<file path="src/hdl/lnbx_pkg.sv">
// ----------------------------------------------------------------------------
// lnbx_pkg
// Shared types and constants of the letterbox nearest-neighbor scaler.
// ----------------------------------------------------------------------------
package lnbx_pkg;

  localparam int COORD_W    = 10;
  localparam int PIX_W      = 32;
  localparam int SRC_REG_W  = 9;
  localparam int DST_REG_W  = 11;
  localparam int CFG_IDX_W  = 3;

  localparam logic [SRC_REG_W-1:0] SRC_SIZE_RST = 9'd256;
  localparam logic [DST_REG_W-1:0] DST_SIZE_RST = 11'd1024;
  localparam logic [PIX_W-1:0]     PAD_RST      = 32'd0;

  typedef enum logic [CFG_IDX_W-1:0] {
    CFG_SRC_W = 3'd0,
    CFG_SRC_H = 3'd1,
    CFG_DST_W = 3'd2,
    CFG_DST_H = 3'd3,
    CFG_PAD   = 3'd4
  } cfg_idx_t;

  typedef struct packed {
    logic busy;
    logic empty;
  } geom_stat_t;

endpackage

</file>
<file path="src/hdl/lnbx_geom.sv">
// ----------------------------------------------------------------------------
// lnbx_geom
// Configuration registers and the fitted-area calculation. After reset or a
// register write, a sequencer clamps the sizes, cross-multiplies, runs a
// bit-serial divider and derives the centered bounds.
// ----------------------------------------------------------------------------
module lnbx_geom #(
  parameter int MAX_SRC_W = 256,
  parameter int MAX_SRC_H = 256,
  parameter int MAX_DST_W = 1024,
  parameter int MAX_DST_H = 1024,
  localparam int SW = $clog2(MAX_SRC_W + 1),
  localparam int SH = $clog2(MAX_SRC_H + 1),
  localparam int TW = $clog2(MAX_DST_W + 1),
  localparam int TH = $clog2(MAX_DST_H + 1)
) (
  input  logic                           clk,
  input  logic                           rst_n,
  input  logic                           cfg_we,
  input  logic [lnbx_pkg::CFG_IDX_W-1:0] cfg_index,
  input  logic [lnbx_pkg::PIX_W-1:0]     cfg_data,
  output logic [SW-1:0]                  src_w,
  output logic [SH-1:0]                  src_h,
  output logic [TW-1:0]                  fit_w,
  output logic [TH-1:0]                  fit_h,
  output logic [TW-1:0]                  x_lo,
  output logic [TW-1:0]                  x_hi,
  output logic [TH-1:0]                  y_lo,
  output logic [TH-1:0]                  y_hi,
  output logic [lnbx_pkg::PIX_W-1:0]     pad_color,
  output lnbx_pkg::geom_stat_t           stat
);

  localparam int PW  = (SW + TH > TW + SH) ? SW + TH : TW + SH;
  localparam int DNW = (SW > SH) ? SW : SH;
  localparam int CNW = $clog2(PW + 1);

  typedef enum logic [4:0] {
    GS_IDLE  = 5'b00001,
    GS_LOAD  = 5'b00010,
    GS_MUL   = 5'b00100,
    GS_DIV   = 5'b01000,
    GS_BOUND = 5'b10000
  } gstate_t;

  function automatic int clamp_sz(input int v, input int hi);
    if (v < 1) return 1;
    if (v > hi) return hi;
    return v;
  endfunction

  gstate_t state_r, state_nxt;

  logic [lnbx_pkg::SRC_REG_W-1:0] reg_sw_r, reg_sh_r;
  logic [lnbx_pkg::DST_REG_W-1:0] reg_tw_r, reg_th_r;
  logic [lnbx_pkg::PIX_W-1:0]     pad_r;

  logic [SW-1:0]  sw_r;
  logic [SH-1:0]  sh_r;
  logic [TW-1:0]  tw_r;
  logic [TH-1:0]  th_r;
  logic           wide_r;
  logic [PW-1:0]  num_r;
  logic [DNW-1:0] den_r;
  logic [DNW:0]   rem_r;
  logic [PW-1:0]  quo_r;
  logic [CNW-1:0] cnt_r;
  logic [TW-1:0]  fw_r, x0_r, x1_r;
  logic [TH-1:0]  fh_r, y0_r, y1_r;
  logic           empty_r;

  logic [DNW:0]   shift_c;
  logic           ge_c;
  logic [TW-1:0]  fw_c;
  logic [TH-1:0]  fh_c;

  always_ff @(posedge clk) begin
    if (!rst_n) begin
      reg_sw_r <= lnbx_pkg::SRC_SIZE_RST;
      reg_sh_r <= lnbx_pkg::SRC_SIZE_RST;
      reg_tw_r <= lnbx_pkg::DST_SIZE_RST;
      reg_th_r <= lnbx_pkg::DST_SIZE_RST;
      pad_r    <= lnbx_pkg::PAD_RST;
    end else if (cfg_we) begin
      case (cfg_index)
        lnbx_pkg::CFG_SRC_W: reg_sw_r <= cfg_data[lnbx_pkg::SRC_REG_W-1:0];
        lnbx_pkg::CFG_SRC_H: reg_sh_r <= cfg_data[lnbx_pkg::SRC_REG_W-1:0];
        lnbx_pkg::CFG_DST_W: reg_tw_r <= cfg_data[lnbx_pkg::DST_REG_W-1:0];
        lnbx_pkg::CFG_DST_H: reg_th_r <= cfg_data[lnbx_pkg::DST_REG_W-1:0];
        lnbx_pkg::CFG_PAD:   pad_r    <= cfg_data;
        default: ;
      endcase
    end
  end

  always_comb begin
    state_nxt = state_r;
    unique case (state_r)
      GS_IDLE:  state_nxt = GS_IDLE;
      GS_LOAD:  state_nxt = GS_MUL;
      GS_MUL:   state_nxt = GS_DIV;
      GS_DIV:   state_nxt = (cnt_r == CNW'(1)) ? GS_BOUND : GS_DIV;
      GS_BOUND: state_nxt = GS_IDLE;
      default:  state_nxt = GS_LOAD;
    endcase
    // restart on any register write
    if (cfg_we) state_nxt = GS_LOAD;
  end

  always_ff @(posedge clk) begin
    if (!rst_n) state_r <= GS_LOAD;
    else        state_r <= state_nxt;
  end

  assign shift_c = {rem_r[DNW-1:0], num_r[PW-1]};
  assign ge_c    = shift_c >= (DNW+1)'(den_r);

  always_comb begin
    if (wide_r) begin
      fw_c = tw_r;
      fh_c = quo_r[TH-1:0];
    end else begin
      fw_c = quo_r[TW-1:0];
      fh_c = th_r;
    end
  end

  always_ff @(posedge clk) begin
    unique case (state_r)
      GS_LOAD: begin
        sw_r <= SW'(clamp_sz(int'(reg_sw_r), MAX_SRC_W));
        sh_r <= SH'(clamp_sz(int'(reg_sh_r), MAX_SRC_H));
        tw_r <= TW'(clamp_sz(int'(reg_tw_r), MAX_DST_W));
        th_r <= TH'(clamp_sz(int'(reg_th_r), MAX_DST_H));
      end
      GS_MUL: begin
        wide_r <= (PW'(sw_r) * PW'(th_r)) > (PW'(tw_r) * PW'(sh_r));
        rem_r  <= '0;
        quo_r  <= '0;
        cnt_r  <= CNW'(PW);
        if ((PW'(sw_r) * PW'(th_r)) > (PW'(tw_r) * PW'(sh_r))) begin
          num_r <= PW'(tw_r) * PW'(sh_r);
          den_r <= DNW'(sw_r);
        end else begin
          num_r <= PW'(sw_r) * PW'(th_r);
          den_r <= DNW'(sh_r);
        end
      end
      GS_DIV: begin
        rem_r <= ge_c ? shift_c - (DNW+1)'(den_r) : shift_c;
        num_r <= num_r << 1;
        quo_r <= {quo_r[PW-2:0], ge_c};
        cnt_r <= cnt_r - CNW'(1);
      end
      GS_BOUND: begin
        fw_r    <= fw_c;
        fh_r    <= fh_c;
        x0_r    <= TW'((tw_r - fw_c) >> 1);
        x1_r    <= TW'(((TW+1)'(tw_r) + (TW+1)'(fw_c)) >> 1);
        y0_r    <= TH'((th_r - fh_c) >> 1);
        y1_r    <= TH'(((TH+1)'(th_r) + (TH+1)'(fh_c)) >> 1);
        empty_r <= (fw_c == '0) || (fh_c == '0);
      end
      default: ;
    endcase
  end

  assign src_w      = sw_r;
  assign src_h      = sh_r;
  assign fit_w      = fw_r;
  assign fit_h      = fh_r;
  assign x_lo       = x0_r;
  assign x_hi       = x1_r;
  assign y_lo       = y0_r;
  assign y_hi       = y1_r;
  assign pad_color  = pad_r;
  assign stat.busy  = (state_r != GS_IDLE);
  assign stat.empty = empty_r;

endmodule

</file>
<file path="config.mk">
export PLATFORM = sky130hd
export DESIGN_NAME = lnbx_geom
export DESIGN_NICKNAME = d
export VERILOG_FILES = /design/src/hdl/lnbx_pkg.sv /design/src/hdl/lnbx_geom.sv
export SDC_FILE = /design/constraint.sdc
export NUM_CORES = 1
export LEC_CHECK = 0
export ABC_AREA = 1
export BUFFER_PORTS_ARGS = -buffer_cell sky130_fd_sc_hd__buf_2
export CELL_PAD_IN_SITES_DETAIL_PLACEMENT = 1
export CELL_PAD_IN_SITES_GLOBAL_PLACEMENT = 1
export CORE_MARGIN = 10
export CORE_UTILIZATION = 41
export DETAILED_ROUTE_END_ITERATION = 8
export PLACE_DENSITY_LB_ADDON = 0.3
export SYNTH_ARGS = -nofsm -noshare
export SYNTH_HDL_FRONTEND = slang
export SYNTH_SLANG_ARGS = --single-unit
</file>
<file path="constraint.sdc">
create_clock -name clk -period 6.35 [get_ports clk]
set_clock_uncertainty 0.05 [all_clocks]
set_input_delay 0.3175 -clock clk [delete_from_list [all_inputs] [get_ports clk]]
set_output_delay 0.3175 -clock clk [all_outputs]
set_load 0.02 [all_outputs]
</file>
Word level (Yosys, flattened, before mapping)
Index checks and enable logic that the tools add are counted.
- register bits after elaboration: 237
- input bits: 38
- output and inout port bits: 118
- add/subtract/negate cells: 6
- $mul: 2
- magnitude comparators: 10
- equal/unequal tests: 11
- multiplexer cells: 47
- bitwise operators: 1
- reduce and logical (&&, ||, !) cells: 12
- operator list (kind ; number):
    two-way mux 11 bit ; 8
    two-way mux 9 bit ; 8
    case mux 20 bit (2 select lines) ; 1
    adder 11 x 11 -> 12 bit ; 2
    two-way mux 1 bit ; 24
    greater-than comparator 11 bit (second input constant) ; 2
    logical NOT 11 bit ; 2
    < comparator 11 x 1 -> 1 bit (second input constant) ; 2
    case mux 11 bit (2 select lines) ; 1
    subtractor 11 bit ; 2
    greater-than comparator 20 bit ; 1
    multiplier 11 x 9 -> 20 bit ; 1
    multiplier 9 x 11 -> 20 bit ; 1
    two-way mux 20 bit ; 1
    case mux 5 bit (4 select lines) ; 1
    greater-than comparator 9 bit (second input constant) ; 2
    < comparator 9 x 1 -> 1 bit (second input constant) ; 2
    case mux 9 bit (2 select lines) ; 1
    equality test 5 x 1 -> 1 bit (second input constant) ; 2
    greater-or-equal comparator 10 x 9 -> 1 bit ; 1
    case mux 5 bit (2 select lines) ; 1
    AND reduction 2 bit ; 5
    subtractor 9 bit ; 1
    equality test 3 x 2 -> 1 bit (second input constant) ; 2
    14 further kinds ; 15

Depth between registers and ports, before layout
- depth in word-level cells: 7
- depth in mapped cells: 35
- mapped depth without buffers: 33

Worst setup path before layout
No wires, ideal clock.
- kind: flip-flop to flip-flop
- start: reg sw_r[8], in the netlist src_w[8]
- end: reg num_r[11] (data pin)
- library setup time: 253 ps
- arrival time: 5371 ps
- data required time: 6047 ps
- setup slack: 676 ps
- cell stages (with the launch flop): 35
- path through: edfxtp_1 -> clkbuf_1 -> nand2_1 -> inv_1 -> fa_1 -> inv_1 -> fa_1 -> inv_1 -> fa_1 -> inv_1 -> fa_1 -> inv_1 -> ha_1 -> nand2_1 -> inv_1 -> nand2_1 -> inv_1 -> and2_1 -> nand2_1 -> nand3_1 -> nand2_1 -> inv_1 -> ha_1 -> nand2_2 -> inv_1 -> nand2_1 -> nand2_1 -> a21oi_1 -> nand3_2 -> nand2_2 -> buf_6 -> buf_6 -> nand2_1 -> nand3_1 -> nand2_1
- longest elaborated chain between the ends: 4
- RTL lines (item ; line ; RTL):
    start: declaration ; lnbx_geom.sv:58 ; logic [SW-1:0] sw_r;
    start signal: assignment ; lnbx_geom.sv:131 ; sw_r <= SW'(clamp_sz(int'(reg_sw_r), MAX_SRC_W));
    multiplier 9 x 11 -> 20 bit (*) ; lnbx_geom.sv:141, lnbx_geom.sv:145 ;
    greater-than comparator 20 bit ; lnbx_geom.sv:141 ; if ((PW'(sw_r) * PW'(th_r)) > (PW'(tw_r) * PW'(sh_r))) begin
    two-way mux 20 bit (*) ; lnbx_geom.sv:141 ;
    case mux 20 bit (2 select lines) (*) ; lnbx_geom.sv:129 ; unique case (state_r)
    end signal: assignment ; lnbx_geom.sv:142 ; num_r <= PW'(tw_r) * PW'(sh_r);
    end signal: assignment ; lnbx_geom.sv:145 ; num_r <= PW'(sw_r) * PW'(th_r);
    end signal: assignment ; lnbx_geom.sv:151 ; num_r <= num_r << 1;
    end: declaration ; lnbx_geom.sv:63 ; logic [PW-1:0] num_r;
Every way passes the cells marked *; elsewhere a longest branch is shown, timed or not.
A chain may end at the register's enable or synchronous reset.

Worst setup path after layout
- start: reg th_r[6]
- end: reg num_r[16] (data pin)
- longest elaborated chain between the ends: 4
- RTL lines (item ; line ; RTL):
    start: declaration ; lnbx_geom.sv:61 ; logic [TH-1:0] th_r;
    start signal: assignment ; lnbx_geom.sv:134 ; th_r <= TH'(clamp_sz(int'(reg_th_r), MAX_DST_H));
    multiplier 9 x 11 -> 20 bit (*) ; lnbx_geom.sv:141, lnbx_geom.sv:145 ;
    greater-than comparator 20 bit ; lnbx_geom.sv:141 ;
    two-way mux 20 bit (*) ; lnbx_geom.sv:141 ;
    case mux 20 bit (2 select lines) (*) ; lnbx_geom.sv:129 ;
Marked as above.

==> metrics.txt <==
outcome=finished, final reports clean; top cell family by delay on the critical path=adder cells; TritonCTS clock tree=built; WL/cell=17.70 um; initial cell density of the core=41.53%; final hold vios=0; count of flip-flops with a built-in enable after synthesis=160; min cycle time layout=6038 ps; Remaining DRCs=0; relative slew slack=16.58%; Congestion Overflow GR=0; via density per instance=4.980; count of warnings emitted by yosys=0; slew at the pin closest to its max-slew limit=1248 ps; Final Routed Wirelength=56710 um; DRT antenna net count=0; power density normalized to cell area=300.6 nW/um^2; wire length of the first global-routing pass=90030 um; minimum setup slack among reg-to-reg paths=310 ps; Crit path buffers/inverters=6; data required time of the critical path=6610 ps; Die Footprint=55050 sq um; syn_area_per_cell=7.992 sq um; most instantiated flip-flop cell in the synthesis netlist=sky130_fd_sc_hd__edfxtp_1; proportion of synthesized chip area in sequential cells=33.60%; CP peak stage delay=560 ps; Setup Viol. Count Final=0; most used cell along the critical path=sky130_fd_sc_hd__nand2_1; number of global-route vias before repair=17220; CP startpoint kind=register; crit path kind=reg -> reg; largest fanout on the critical path=7; fraction of layout cells with a size suffix above 1=13.40%; pin count of the biggest net entering global routing=73; routed vias=15960; routability-driven placement congestion ratio=0.8691; path category of the worst min-delay check=in -> reg; Rows=78; arrival time of data at the critical path endpoint=6300 ps; final max-slew violation count=0; Clk pin slew, worst setup/hold paths=60 ps; buffers added on ports=153; count of max-cap constraint violations=0; HPWL after detailed placement=43810 um; synthesized flop and latch total=237; root buffer cell=sky130_fd_sc_hd__clkbuf_16; Top-Level Pins=156; Antenna diodes=0; capturing element type of the critical path=register; clock latency reported for the late side of the worst-skew pair=590 ps; distinct cell type count of the synthesized netlist=44; cell type of the slowest stage on the worst timing path=sky130_fd_sc_hd__fa_1; Static Leakage=11.75 nW; H-Tree Level Count=1; # clock sinks=237; layout overhead on the synthesized area=16.94%; number of nets in the layout=2906; number of standard cells after synthesis=2363; floorplan die height=234.6 um; first-pass iteration count of the detailed router=4; fmax=165.6 MHz; fraction of the core area covered by cells at the end of the flow=48.56%; global-route total usage across every layer=19.76%; area of the mapped netlist=18890 sq um; initial antenna violation count=1; clock buffer depth=3; share of the clock period used by the worst path=95.09%; post-route total power=6.639 mW; core area=45480 sq um; number of buffers created by CTS=28; die outline width=234.6 um; Post-synth ARST share=0%; Starting DRT DRC Count=743; IR drop worst, VDD=0.0003133 V
-- state kept, by name (all words and copies together) (netlist names) --
name / flops
wide_r: 1
th_r: 11
reg_th_r: 11
tw_r: 11
quo_r: 11
empty_r: 1
fit_h: 11
rem_r: 9
y_lo: 10
den_r: 9
pad_color: 32
src_w: 9
x_hi: 11
reg_sw_r: 9
y_hi: 11
state_r: 5
cnt_r: 5
num_r: 20
reg_tw_r: 11
reg_sh_r: 9
fit_w: 11
src_h: 9
x_lo: 10
-- synthesized netlist by cell type (all sizes together), types with 12 or more instances --
master | number | area share (%)
nand2 | 570 | 11
ha | 153 | 10
nor2 | 179 | 3.7
a21oi | 114 | 3.0
dfxtp | 77 | 8.2
fa | 133 | 14
buf | 25 | 0.83
nand3 | 82 | 2.2
o21ai | 115 | 3.1
xnor2 | 17 | 0.79
nor4 | 12 | 0.40
nor3 | 18 | 0.50
edfxtp | 160 | 25
xor2 | 39 | 1.8
clkbuf | 69 | 1.4
nand4 | 15 | 0.53
nand3b | 13 | 0.52
inv | 533 | 11
-- final cells by class --
| type | instances | area, sq um |
|---|---|---|
| repair buffers | 280 | 1777 |
| clock inverters | 22 | 254.0 |
| multi-input cells | 1502 | 10240 |
| inverters | 533 | 2001 |
| well taps | 600 | 750.7 |
| fillers | 5535 | 23390 |
| flip-flops and latches | 237 | 6346 |
| clock buffers | 30 | 718.2 |
-- power breakdown --
part	internal [mW]	switching, mW	total, mW
Clock	0.992	0.706	1.70
Sequential	1.80	0.0620	1.87
Combinational	1.10	1.97	3.07
-- layout by cell type, fill, tap and decap left out, types with 81 or more instances in the layout --
| cell | synthesis | layout |
|---|---|---|
| sky130_fd_sc_hd__buf_4 | 7 | 101 |
| sky130_fd_sc_hd__a21oi_1 | 114 | 109 |
| sky130_fd_sc_hd__edfxtp_1 | 160 | 160 |
| sky130_fd_sc_hd__ha_1 | 153 | 149 |
| sky130_fd_sc_hd__inv_1 | 530 | 529 |
| sky130_fd_sc_hd__nand2_1 | 565 | 561 |
| sky130_fd_sc_hd__fa_1 | 133 | 133 |
| sky130_fd_sc_hd__nand3_1 | 81 | 81 |
| sky130_fd_sc_hd__buf_2 | 12 | 155 |
| sky130_fd_sc_hd__o21ai_0 | 104 | 104 |
| sky130_fd_sc_hd__nor2_1 | 176 | 173 |
-- logic make-up after synthesis --
logic type	synth area share, %
xor+xnor	2.597
buf+inv	12.80
fa+ha+maj	24.23
flops	33.60
simple gates	19.65
other cells	0.01986
compound gates	7.096
-- worst register-to-register path, delay by kind of cell, from the launching register on --
kind                     cells  cell delay, ps
buffers and inverters        6             530
flip-flops                   1             550
adder cells (fa/ha/maj)      6            2770
AND/OR/NAND/NOR             19            1860
-- path summary, 6_finish.rpt --
kind                                      to                        from  cells past startpoint
hold / removal      reg_sw_r[8]$_SDFFE_PN1P_                cfg_index[2]                      4
setup / recovery         num_r[16]$_DFFE_PP_       th_r[6]$_SDFFCE_PP0N_                     31
hold reg to reg   pad_color[16]$_SDFFE_PN0P_  pad_color[16]$_SDFFE_PN0P_                      2
setup reg to reg         num_r[16]$_DFFE_PP_       th_r[6]$_SDFFCE_PP0N_                     31
-- metrics by stage --
| stage | std cells | setup slack, ps | instance area (sq um) | hold slack, ps | TNS [ps] |
|---|---|---|---|---|---|
| after floorplan | 2364 | 676.0 | 18890 | 371.4 | 0 |
| after global placement | 3066 | 286.6 | 20330 | 406.9 | 0 |
| after detailed placement | 3066 | 166.3 | 20330 | 416.6 | 0 |
| after CTS | 3140 | 121.7 | 21520 | 9.088 | 0 |
| after global routing | 3204 | -37.42 | 22080 | 46.56 | -386.5 |
| final | 3204 | 311.9 | 22080 | 25.89 | 0 |
-- metal layers --
metal  share of wire (%)  GRT usage [%]  wire length (um)  up-vias
met4                 2.3          4.854              1285        2
met1                  44          24.78             25000     7932
met2                  49          34.88             27880      265
met3                 4.5          2.949              2527       73
met5               0.023              0                13        -
li1                    -              -                 -     7683
-- what timing repair did --
action,4_1_cts,5_1_grt
setup endpoints to repair,0,30
hold endpoints to repair,23,0
hold buffers,22,0
buffers inserted,0,62
gates resized for setup,0,23
Power figures use the tool's default switching activity.
