`src/hdl/lnbx_div2.sv`:
```
// ----------------------------------------------------------------------------
// lnbx_div2
// Two-lane pipelined restoring divider, one quotient bit per stage, with a
// sideband word alongside. The user holds divisors steady; the block won't check.
// ----------------------------------------------------------------------------
module lnbx_div2 #(
  parameter int NW  = 20,
  parameter int DW  = 11,
  parameter int QW  = 8,
  parameter int SBW = 8
) (
  input  logic           clk,
  input  logic           rst_n,
  input  logic           en,
  input  logic           in_v,
  input  logic [NW-1:0]  num_x,
  input  logic [NW-1:0]  num_y,
  input  logic [DW-1:0]  den_x,
  input  logic [DW-1:0]  den_y,
  input  logic [SBW-1:0] sb_in,
  output logic           out_v,
  output logic [QW-1:0]  q_x,
  output logic [QW-1:0]  q_y,
  output logic [SBW-1:0] sb_out
);

  localparam int CW = NW + QW;

  logic [NW-1:0]  num_in [2];
  logic [DW-1:0]  den_in [2];
  logic [NW-1:0]  rem_r  [QW][2];
  logic [QW-1:0]  quo_r  [QW][2];
  logic [SBW-1:0] sb_r   [QW];
  logic [QW-1:0]  v_r;

  assign num_in[0] = num_x;
  assign num_in[1] = num_y;
  assign den_in[0] = den_x;
  assign den_in[1] = den_y;

  for (genvar k = 0; k < QW; k++) begin : g_stage
    localparam int B = QW - 1 - k;
    logic           vin;
    logic [SBW-1:0] sbin;

    if (k == 0) begin : g_first
      assign vin  = in_v;
      assign sbin = sb_in;
    end else begin : g_next
      assign vin  = v_r[k-1];
      assign sbin = sb_r[k-1];
    end

    always_ff @(posedge clk) begin
      if (!rst_n)  v_r[k] <= 1'b0;
      else if (en) v_r[k] <= vin;
    end

    always_ff @(posedge clk) begin
      if (en) sb_r[k] <= sbin;
    end

    for (genvar l = 0; l < 2; l++) begin : g_lane
      logic [NW-1:0] rin;
      logic [QW-1:0] qin;
      logic [CW-1:0] trial;
      logic          ge;

      if (k == 0) begin : g_first
        assign rin = num_in[l];
        assign qin = '0;
      end else begin : g_next
        assign rin = rem_r[k-1][l];
        assign qin = quo_r[k-1][l];
      end

      assign trial = CW'(den_in[l]) << B;
      assign ge    = CW'(rin) >= trial;

      always_ff @(posedge clk) begin
        if (en) begin
          rem_r[k][l] <= ge ? NW'(CW'(rin) - trial) : rin;
          quo_r[k][l] <= qin | (ge ? (QW'(1) << B) : QW'(0));
        end
      end
    end
  end

  assign out_v  = v_r[QW-1];
  assign q_x    = quo_r[QW-1][0];
  assign q_y    = quo_r[QW-1][1];
  assign sb_out = sb_r[QW-1];

  // final remainders are not needed
  logic unused_rem;
  assign unused_rem = ^{rem_r[QW-1][0], rem_r[QW-1][1]};

endmodule

```
`config.mk`:
```
export PLATFORM = sky130hd
export DESIGN_NAME = lnbx_div2
export DESIGN_NICKNAME = d
export VERILOG_FILES = /design/src/hdl/lnbx_div2.sv
export SDC_FILE = /design/constraint.sdc
export NUM_CORES = 1
export LEC_CHECK = 0
export ABC_CLOCK_PERIOD_IN_PS = 5500
export BUFFER_PORTS_ARGS = -buffer_cell sky130_fd_sc_hd__buf_4
export CORE_MARGIN = 2
export CORE_UTILIZATION = 45
export CTS_BUF_LIST = sky130_fd_sc_hd__clkbuf_4
export DETAILED_ROUTE_END_ITERATION = 8
export MAX_ROUTING_LAYER = met4
export PLACE_DENSITY = 0.68
export SETUP_SLACK_MARGIN = 0.02
export SYNTH_ARGS = -nofsm -noshare
export SYNTH_HDL_FRONTEND = slang
export SYNTH_SLANG_ARGS = --single-unit
```
`constraint.sdc`:
```
create_clock -name clk -period 5.5 [get_ports clk]
set_clock_uncertainty 0.05 [all_clocks]
set_input_delay 0.275 -clock clk [delete_from_list [all_inputs] [get_ports clk]]
set_output_delay 0.275 -clock clk [all_outputs]
set_load 0.01 [all_outputs]
```
Word level (Yosys, flattened, before mapping)

Memory sizes are Yosys's and may differ from the RTL's.
Cells that the tools add are included.

Muxes and demuxes: 34
Bitwise gates (word level): 14
Add/sub/neg operators: 16
Magnitude comparators: 16

Operators by type and width:

| cell                                             | number |
|---|---|
| 20-bit two-way mux                               | 16 |
| 20-bit by 11-bit >= comparator with 1-bit output | 2 |
| 20-bit by 12-bit >= comparator with 1-bit output | 2 |
| 20-bit by 13-bit >= comparator with 1-bit output | 2 |
| 20-bit by 14-bit >= comparator with 1-bit output | 2 |
| 20-bit by 15-bit >= comparator with 1-bit output | 2 |
| 20-bit by 16-bit >= comparator with 1-bit output | 2 |
| 20-bit by 17-bit >= comparator with 1-bit output | 2 |
| 20-bit by 18-bit >= comparator with 1-bit output | 2 |
| 20-bit by 11-bit subtractor with 20-bit output   | 2 |
| 20-bit by 12-bit subtractor with 20-bit output   | 2 |
| 20-bit by 13-bit subtractor with 20-bit output   | 2 |
| 20-bit by 14-bit subtractor with 20-bit output   | 2 |
| 20-bit by 15-bit subtractor with 20-bit output   | 2 |
| 20-bit by 16-bit subtractor with 20-bit output   | 2 |
| 20-bit by 17-bit subtractor with 20-bit output   | 2 |
| 20-bit by 18-bit subtractor with 20-bit output   | 2 |
| 8-bit two-way mux                                | 2 |
| 8-bit by 1-bit OR with 8-bit output              | 2 |
| 8-bit by 2-bit OR with 8-bit output              | 2 |
| 8-bit by 3-bit OR with 8-bit output              | 2 |
| 8-bit by 4-bit OR with 8-bit output              | 2 |
| 8-bit by 5-bit OR with 8-bit output              | 2 |
| 8-bit by 6-bit OR with 8-bit output              | 2 |
| 8 further kinds                                  | 18 |

Register bits: 8
Logic and storage cells: 91
Output and inout port bits: 25
Bits of input ports: 74
Memories kept: 3
RAM bits: 512

Memory list:

| name  | depth | bits a word | rd ports | clocked after Yosys merged registers in | write ports | RTL line | RTL |
|---|---|---|---|---|---|---|---|
| rem_r | 8     | 40          | 7        | 0                                       | 8           | 31       | `logic [NW-1:0] rem_r [QW][2];` |
| quo_r | 8     | 16          | 8        | 0                                       | 8           | 32       | `logic [QW-1:0] quo_r [QW][2];` |
| sb_r  | 8     | 8           | 8        | 0                                       | 8           | 33       | `logic [SBW-1:0] sb_r [QW];` |

Logic depth before layout (Yosys ltp)

Gate-level depths: netlist of run 1.
An unclocked memory read counts as a cell.

Depth after elaboration: 4
Gate-level depth with buffers: 12
Mapped depth without buffers: 11

Worst setup path before layout of run 1

OpenSTA, ideal clock, no wires.

Path kind: register -> register
Start: memory rem_r[4][2] (netlist name)
End: memory rem_r[5][11] (netlist name), data pin
Setup time: 0.260 ns
Path buffers: 1
Cell stages (with the launch flop): 12
Arrival time: 2.410 ns
Data required time: 5.190 ns
Slack: 2.780 ns
Clock period less this slack: 2.720 ns
Path through: edfxtp_1 > inv_1 > ha_1 > inv_1 > fa_1 > a211oi_1 > nor2_1 > o22a_1 > a21oi_1 > nand3_1 > clkbuf_1 > mux2_2

RTL lines:

| item        | RTL line |
|---|---|
| from (decl) | 31 |

==> impl_metrics.toml, run 1 <==
[clock_network]
root_buffer = "clkbuf_4"
cts.sinks = 424
numCtsBuffers = 111
clk_pin_slew_ps = 60
post_cts_buffers = 0
cts_resized = 0
cts_max_level = 3
cts_tree = "yes"
cts_hold_buffers = 65
clk_latency_ps = 840
cts.path.max_buffers = 3

[detailed_routing]
ant_nets = 0
routed_wl_um = 50000
drc = 0
drt-initial-drc-count = 964
via_count = 16700
routed_via_density = 5.52
drt_first_pass_iters = 5
drt-wirelength-per-cell_um = 16.5

[floorplanning]
num_rows = 84
die_h_um = 234
dieArea_um2 = 54600
start_util_pct = 45.3
die_w_um = 234
io_pins = 99
core-area_um2 = 52300

[place]
io_buffers = 98
gp_congestion = 0.908
place_hpwl_um = 35500

[sta]
hold_ws_ps = 136
finalCriticalPeriod_ps = 3570
fmax_mhz = 280
rsz0062_at_grt = "no"
tightest_slew_ps = 1090
slew_headroom_pct = 27.3
fin_tns_setup_ps = 0
post-route-period-util_pct = 65.0
maxSlewViolCount = 0
hold_viol_final = 0
setup_viol = 0

[yosys]
yosysSeqAreaShare_pct = 53.3
synth_area_leader_cell = "edfxtp_1"
synth_warnings = 0
synthFlopType = "edfxtp_1"
ys_types = 89
netlist_area_um2 = 23700
async_flop_share_pct = 0
synth_edf_count = 416
syn_inst = 2015
synthesis.nets = 2279
synthTopCellsByArea = "edfxtp_1 53%, ha_1 9.3%, a21oi_1 3.5%"
avgSynthCellArea_um2 = 11.8
synth-seq-cells = 424
netlist.area_leader.share_pct = 52.6

[grt]
grt_pass1_wl_um = 81300
grt_start_max_net_pins = 173
overflow = 0
grt_pass1_vias = 16600
antenna_found_initial = 2
track_usage_pct = 19.0

[setup_path]
crit_slowest_cell = "a2111oi_1"
crit_arrival_ps = 4080
timing.rr.end = "rem_r[5][17]$_DFFE_PP_"
crit_fanout = 19
critPathLaunchType = "input port"
crit_type = "in -> reg"
r2r_cells = 11
r2r-start = "rem_r[4][2]$_DFFE_PP_"
slowest_delay_ps = 610
regToRegSetupSlack_ps = 2030
path_cells = "dlygate4sd3_1, buf_4, inv_1, ha_1, nor2b_1, o21ai_0, o21ai_0, a2111oi_1, nor2_2, nor2_1, a21oi_1, dlygate4sd3_1"
cp.required_ps = 6000
endpoint_kind = "flip-flop"

[cells_and_area]
drive_gt1_share_pct = 15.0
nNetsFinal = 2524
synthToLayoutAreaGrowth_pct = 15.0
fillCellCount = 4615

[hold_path]
hold_path.class = "in -> reg"
hp-start = "num_y[1]"
hold_end = "rem_r[0][1]$_DFFE_PP_"
holdPathStages = 2

[pwr]
ir_worst_vdd_mv = 0.163
leakagePower_uw = 0.0104
p_per_area_nw_per_um2 = 411

[outcome]
status = "finished, final reports clean"

[run]
drv_cap = 0
==> critical path: cells and delay by family <==
kind	cells	cell delay, ps
buffers and inverters	4	1720
AO/OA/AOI/OAI	4	1140
AND/OR/NAND/NOR	3	590
adder cells (fa/ha/maj)	1	350
==> metrics by stage <==
step	cells	cell area, µm²	setup slack, ps	utilization, %	power (µW)
2_1_floorplan	2015	23700	2780	-	7570
3_3_place_gp	2770	25200	1890	48.2	8350
3_5_place_dp	2770	25200	1810	48.2	8470
4_1_cts	3028	27300	2000	52.1	11300
5_1_grt	3030	27300	1610	52.2	12000
6_report	3030	27300	1930	52.2	11200
==> cells in the final DEF (no fill, tap or decap), types with 10 or more instances in the layout <==
| cell type | netlist | layout |
|---|---|---|
| o211ai_1 | 22 | 22 |
| o21a_1 | 33 | 33 |
| nand3_1 | 29 | 29 |
| a21o_1 | 33 | 33 |
| nand2b_1 | 29 | 29 |
| xnor2_1 | 67 | 67 |
| a31oi_1 | 13 | 13 |
| edfxtp_1 | 416 | 416 |
| mux2i_1 | 14 | 14 |
| nand4b_1 | 10 | 10 |
| nand4_1 | 21 | 21 |
| nor4_1 | 33 | 33 |
| buf_4 | 2 | 99 |
| mux2_2 | 43 | 43 |
| inv_1 | 87 | 87 |
| or3_1 | 17 | 17 |
| o21bai_1 | 11 | 10 |
| fa_1 | 14 | 14 |
| ha_1 | 176 | 176 |
| nor3_1 | 45 | 45 |
| o31ai_1 | 20 | 20 |
| a21oi_1 | 167 | 167 |
| nor2b_1 | 32 | 32 |
| clkinv_1 | 0 | 29 |
| dlygate4sd3_1 | 0 | 65 |
| xor2_1 | 85 | 85 |
| clkbuf_4 | 0 | 153 |
| nand2_1 | 107 | 107 |
| o21ai_0 | 117 | 117 |
| nor2_1 | 162 | 162 |
| a211oi_1 | 15 | 15 |
| or4_1 | 10 | 10 |
==> worst max path at each step <==
stage	startpoint	end	slack (ps)
2_1_floorplan	rem_r[4][2]$_DFFE_PP_	rem_r[5][11]$_DFFE_PP_	2780
3_3_place_gp	den_y[1]	rem_r[5][17]$_DFFE_PP_	1890
3_5_place_dp	den_y[1]	rem_r[5][17]$_DFFE_PP_	1810
4_1_cts	rem_r[4][2]$_DFFE_PP_	rem_r[5][17]$_DFFE_PP_	2000
5_1_grt	rem_r[4][2]$_DFFE_PP_	rem_r[5][17]$_DFFE_PP_	1610
6_report	den_x[1]	rem_r[0][27]$_DFFE_PP_	1930
==> power breakdown <==
group | switching, µW | internal (µW) | total [µW]
Combinational | 1980 | 1650 | 3620
Sequential | 412 | 4460 | 4870
Clock | 1300 | 1420 | 2720
==> cell usage after synthesis, types with 17 or more instances <==
| cell | instances |
|---|---|
| o31ai_1 | 20 |
| nor2_1 | 162 |
| nand4_1 | 21 |
| nand3_1 | 29 |
| a21oi_1 | 167 |
| o21ai_0 | 117 |
| nor2b_1 | 32 |
| xor2_1 | 85 |
| or3_1 | 17 |
| nand2b_1 | 29 |
| clkbuf_1 | 22 |
| nand2_1 | 107 |
| a21o_1 | 33 |
| nor4_1 | 33 |
| nor3_1 | 45 |
| mux2_2 | 43 |
| o21a_1 | 33 |
| o211ai_1 | 22 |
| edfxtp_1 | 416 |
| xnor2_1 | 67 |
| ha_1 | 176 |
| inv_1 | 87 |
==> sequential cells by signal (all words and copies together), names as in the netlist <==
register	cells
sb_r	64
out_v	1
g_stage.vin	7
rem_r	280
quo_r	72
==> logic make-up after synthesis <==
| kind of cell | count (synthesis) | share of synthesized area, % |
|---|---|---|
| simple gates | 556 | 12.3 |
| xor+xnor | 152 | 5.61 |
| flops | 424 | 53.3 |
| buf+inv | 124 | 2.06 |
| compound gates | 508 | 13.5 |
| fa+ha+maj | 190 | 10.5 |
| mux | 61 | 2.82 |
==> layer usage <==
metal	vias up	share of wire, %	GRT usage, %
met2	476	48	30.7
met1	7880	44	23.2
met3	136	4.7	3.55
li1	8241	-	-
met5	-	0	-
met4	0	3.4	8.80
==> area by class of cell <==
cell class / instances / area [µm²] / share of cell area (%)
Sequential cell: 424 / 12700 / 46.3
Multi-Input combinational cell: 1467 / 10600 / 38.8
Antenna cell: 2 / 5.00 / 0.0183
Inverter: 89 / 337 / 1.23
Clock inverter: 40 / 253 / 0.926
Timing Repair Buffer: 167 / 1450 / 5.31
Clock buffer: 153 / 1150 / 4.21
Tap cell: 688 / 861 / 3.15
Note: power is estimated with default switching activity, not from simulation.
==> inputs of run 2 (changes only) <==
--- a/config.mk
+++ b/config.mk
@@ -5,14 +5,14 @@
 export SDC_FILE = /design/constraint.sdc
 export NUM_CORES = 1
 export LEC_CHECK = 0
-export ABC_CLOCK_PERIOD_IN_PS = 5500
+export ABC_CLOCK_PERIOD_IN_PS = 3050
 export BUFFER_PORTS_ARGS = -buffer_cell sky130_fd_sc_hd__buf_4
 export CORE_MARGIN = 2
 export CORE_UTILIZATION = 45
 export CTS_BUF_LIST = sky130_fd_sc_hd__clkbuf_4
 export DETAILED_ROUTE_END_ITERATION = 8
 export MAX_ROUTING_LAYER = met4
-export PLACE_DENSITY = 0.68
+export PLACE_DENSITY = 0.71
 export SETUP_SLACK_MARGIN = 0.02
 export SYNTH_ARGS = -nofsm -noshare
 export SYNTH_HDL_FRONTEND = slang
==> constraint.sdc (replaced) <==
create_clock -name clk -period 3.05 [get_ports clk]
set_clock_uncertainty 0.05 [all_clocks]
set_input_delay 0.1525 -clock clk [delete_from_list [all_inputs] [get_ports clk]]
set_output_delay 0.1525 -clock clk [all_outputs]
set_load 0.01 [all_outputs]
==> impl_metrics.toml, run 2 (synthesized netlist as in run 1, its figures left out) <==
[outcome]
status = "finished, final reports clean"

[cells_and_area]
fin_util_pct = 54.4
drive_gt1_share_pct = 18.7
final_cell_mix = "416 x edfxtp_1, 182 x buf_4, 175 x ha_1, 166 x a21oi_1"
largest_reg_flops = 280
final_cells = 3160
top_register = "rem_r"
reg_top3 = "rem_r (280), quo_r (72), sb_r (64)"
nNetsFinal = 2647
synthToLayoutAreaGrowth_pct = 19.9
final_common_cell = "edfxtp_1"

[hold_path]
hold_path.class = "in -> reg"

[detailed_routing]
drt-initial-drc-count = 866
routed_wl_um = 51500
via_count = 17200
drt-wirelength-per-cell_um = 16.3
drc = 0
routed_via_density = 5.44
drt_first_pass_iters = 7
ant_nets = 0

[setup_path]
crit_arrival_ps = 3510
crit_buf_inv = 5
crit_slowest_cell = "dlygate4sd3_1"
path_cells = "dlygate4sd3_1, buf_4, inv_1, ha_2, fa_2, nor2b_1, nor3_2, o21bai_1, a41o_1, a211o_1, o21ai_2, dlygate4sd3_1, o21ai_0, dlygate4sd3_1"
slowest_delay_ps = 560
crit_type = "in -> reg"
critPathTopFamily = "buffers and inverters"
crit_fanout = 2
cpMostUsedCell = "dlygate4sd3_1"
endpoint_kind = "flip-flop"
cp.required_ps = 3620
critPathLaunchType = "input port"

[clock_network]
clk_pin_slew_ps = 70
cts.path.max_buffers = 3
numCtsBuffers = 113
cts_max_level = 3
cts_tree = "yes"
cts.sinks = 424
clk_latency_ps = 870
root_buffer = "clkbuf_4"

[run]
drv_cap = 0

[pwr]
leakagePower_uw = 0.0110
power.total_uw = 20600
p_per_area_nw_per_um2 = 724
ir_worst_vdd_mv = 0.248

[place]
gp_congestion = 0.941
place_hpwl_um = 37200
io_buffers = 98
dpl.cell_count = 2850

[sta]
post-route-period-util_pct = 96.4
fin_tns_setup_ps = 0
tightest_slew_ps = 646
finalCriticalPeriod_ps = 2940
fmax_mhz = 340
slew_headroom_pct = 55.8
setup_viol = 0
hold_viol_final = 0
hold_ws_ps = 98.4
maxSlewViolCount = 0

[floorplanning]
io_pins = 99
num_rows = 84
dieArea_um2 = 54600
start_util_pct = 45.3
die_w_um = 234
core-area_um2 = 52300
die_h_um = 234

[grt]
grt_pass1_wl_um = 82900
antenna_found_initial = 1
grt_pass1_vias = 17400
grt_start_max_net_pins = 75
track_usage_pct = 19.5
overflow = 0
[run 2: final timing paths]
check,to,cells past startpoint,slack (ps),from
worst max-delay path,rem_r[0][19]$_DFFE_PP_,14,110,num_y[7]
worst min-delay path,rem_r[4][11]$_DFFE_PP_,5,100,den_y[8]
worst min register to register,quo_r[1][22]$_DFFE_PP_,0,360,quo_r[1][6]$_DFFE_PP_
worst max register to register,rem_r[3][19]$_DFFE_PP_,10,150,rem_r[2][4]$_DFFE_PP_
[run 2: per-layer routing]
metal  GRT usage, %  vias to the layer above  share of wire [%]
met2           32.2                      473                 48
li1               -                     8489                  -
met4           9.79                        0                3.8
met5              -                        -                  0
met3           3.26                      153                4.8
met1           23.1                     8082                 43
[run 2: area by class of cell]
type                            count  area (µm²)
Inverter                           89         337
Sequential cell                   424       12700
Antenna cell                        1        2.50
Tap cell                          688         861
Multi-Input combinational cell   1467       10700
Timing Repair Buffer              288        2480
Clock buffer                      161        1210
Fill cell                        4520       23900
Clock inverter                     42         229
[run 2: tightest hold or removal path: cells and delay by family]
family | cells | cell delay (ps)
XOR/XNOR | 1 | 90
AO/OA/AOI/OAI | 1 | 160
buffers and inverters | 2 | 210
adder cells (fa/ha/maj) | 1 | 240
[run 2: through the flow]
step                instance area (µm²)  worst slack [ps]
floorplan                         23700               330
global placement                  25900             -61.5
detailed placement                25900             -72.3
CTS                               28300              32.7
global route                      28500             -4.68
finish                            28500               111
[run 2: timing repair]
item                                    4_1_cts  5_1_grt
endpoints found under the setup margin        1       22
resized for setup                             1       21
hold buffers                                100        0
buffers inserted                              0        6
endpoints found under the hold margin       401        0
pin swaps                                     0        7
[run 2: report_power, final]
group / internal, µW / switching [µW] / total (µW)
clock: 2600 / 2360 / 4960
sequential: 8040 / 719 / 8760
combinational: 3230 / 3660 / 6890
total: 13900 / 6740 / 20600
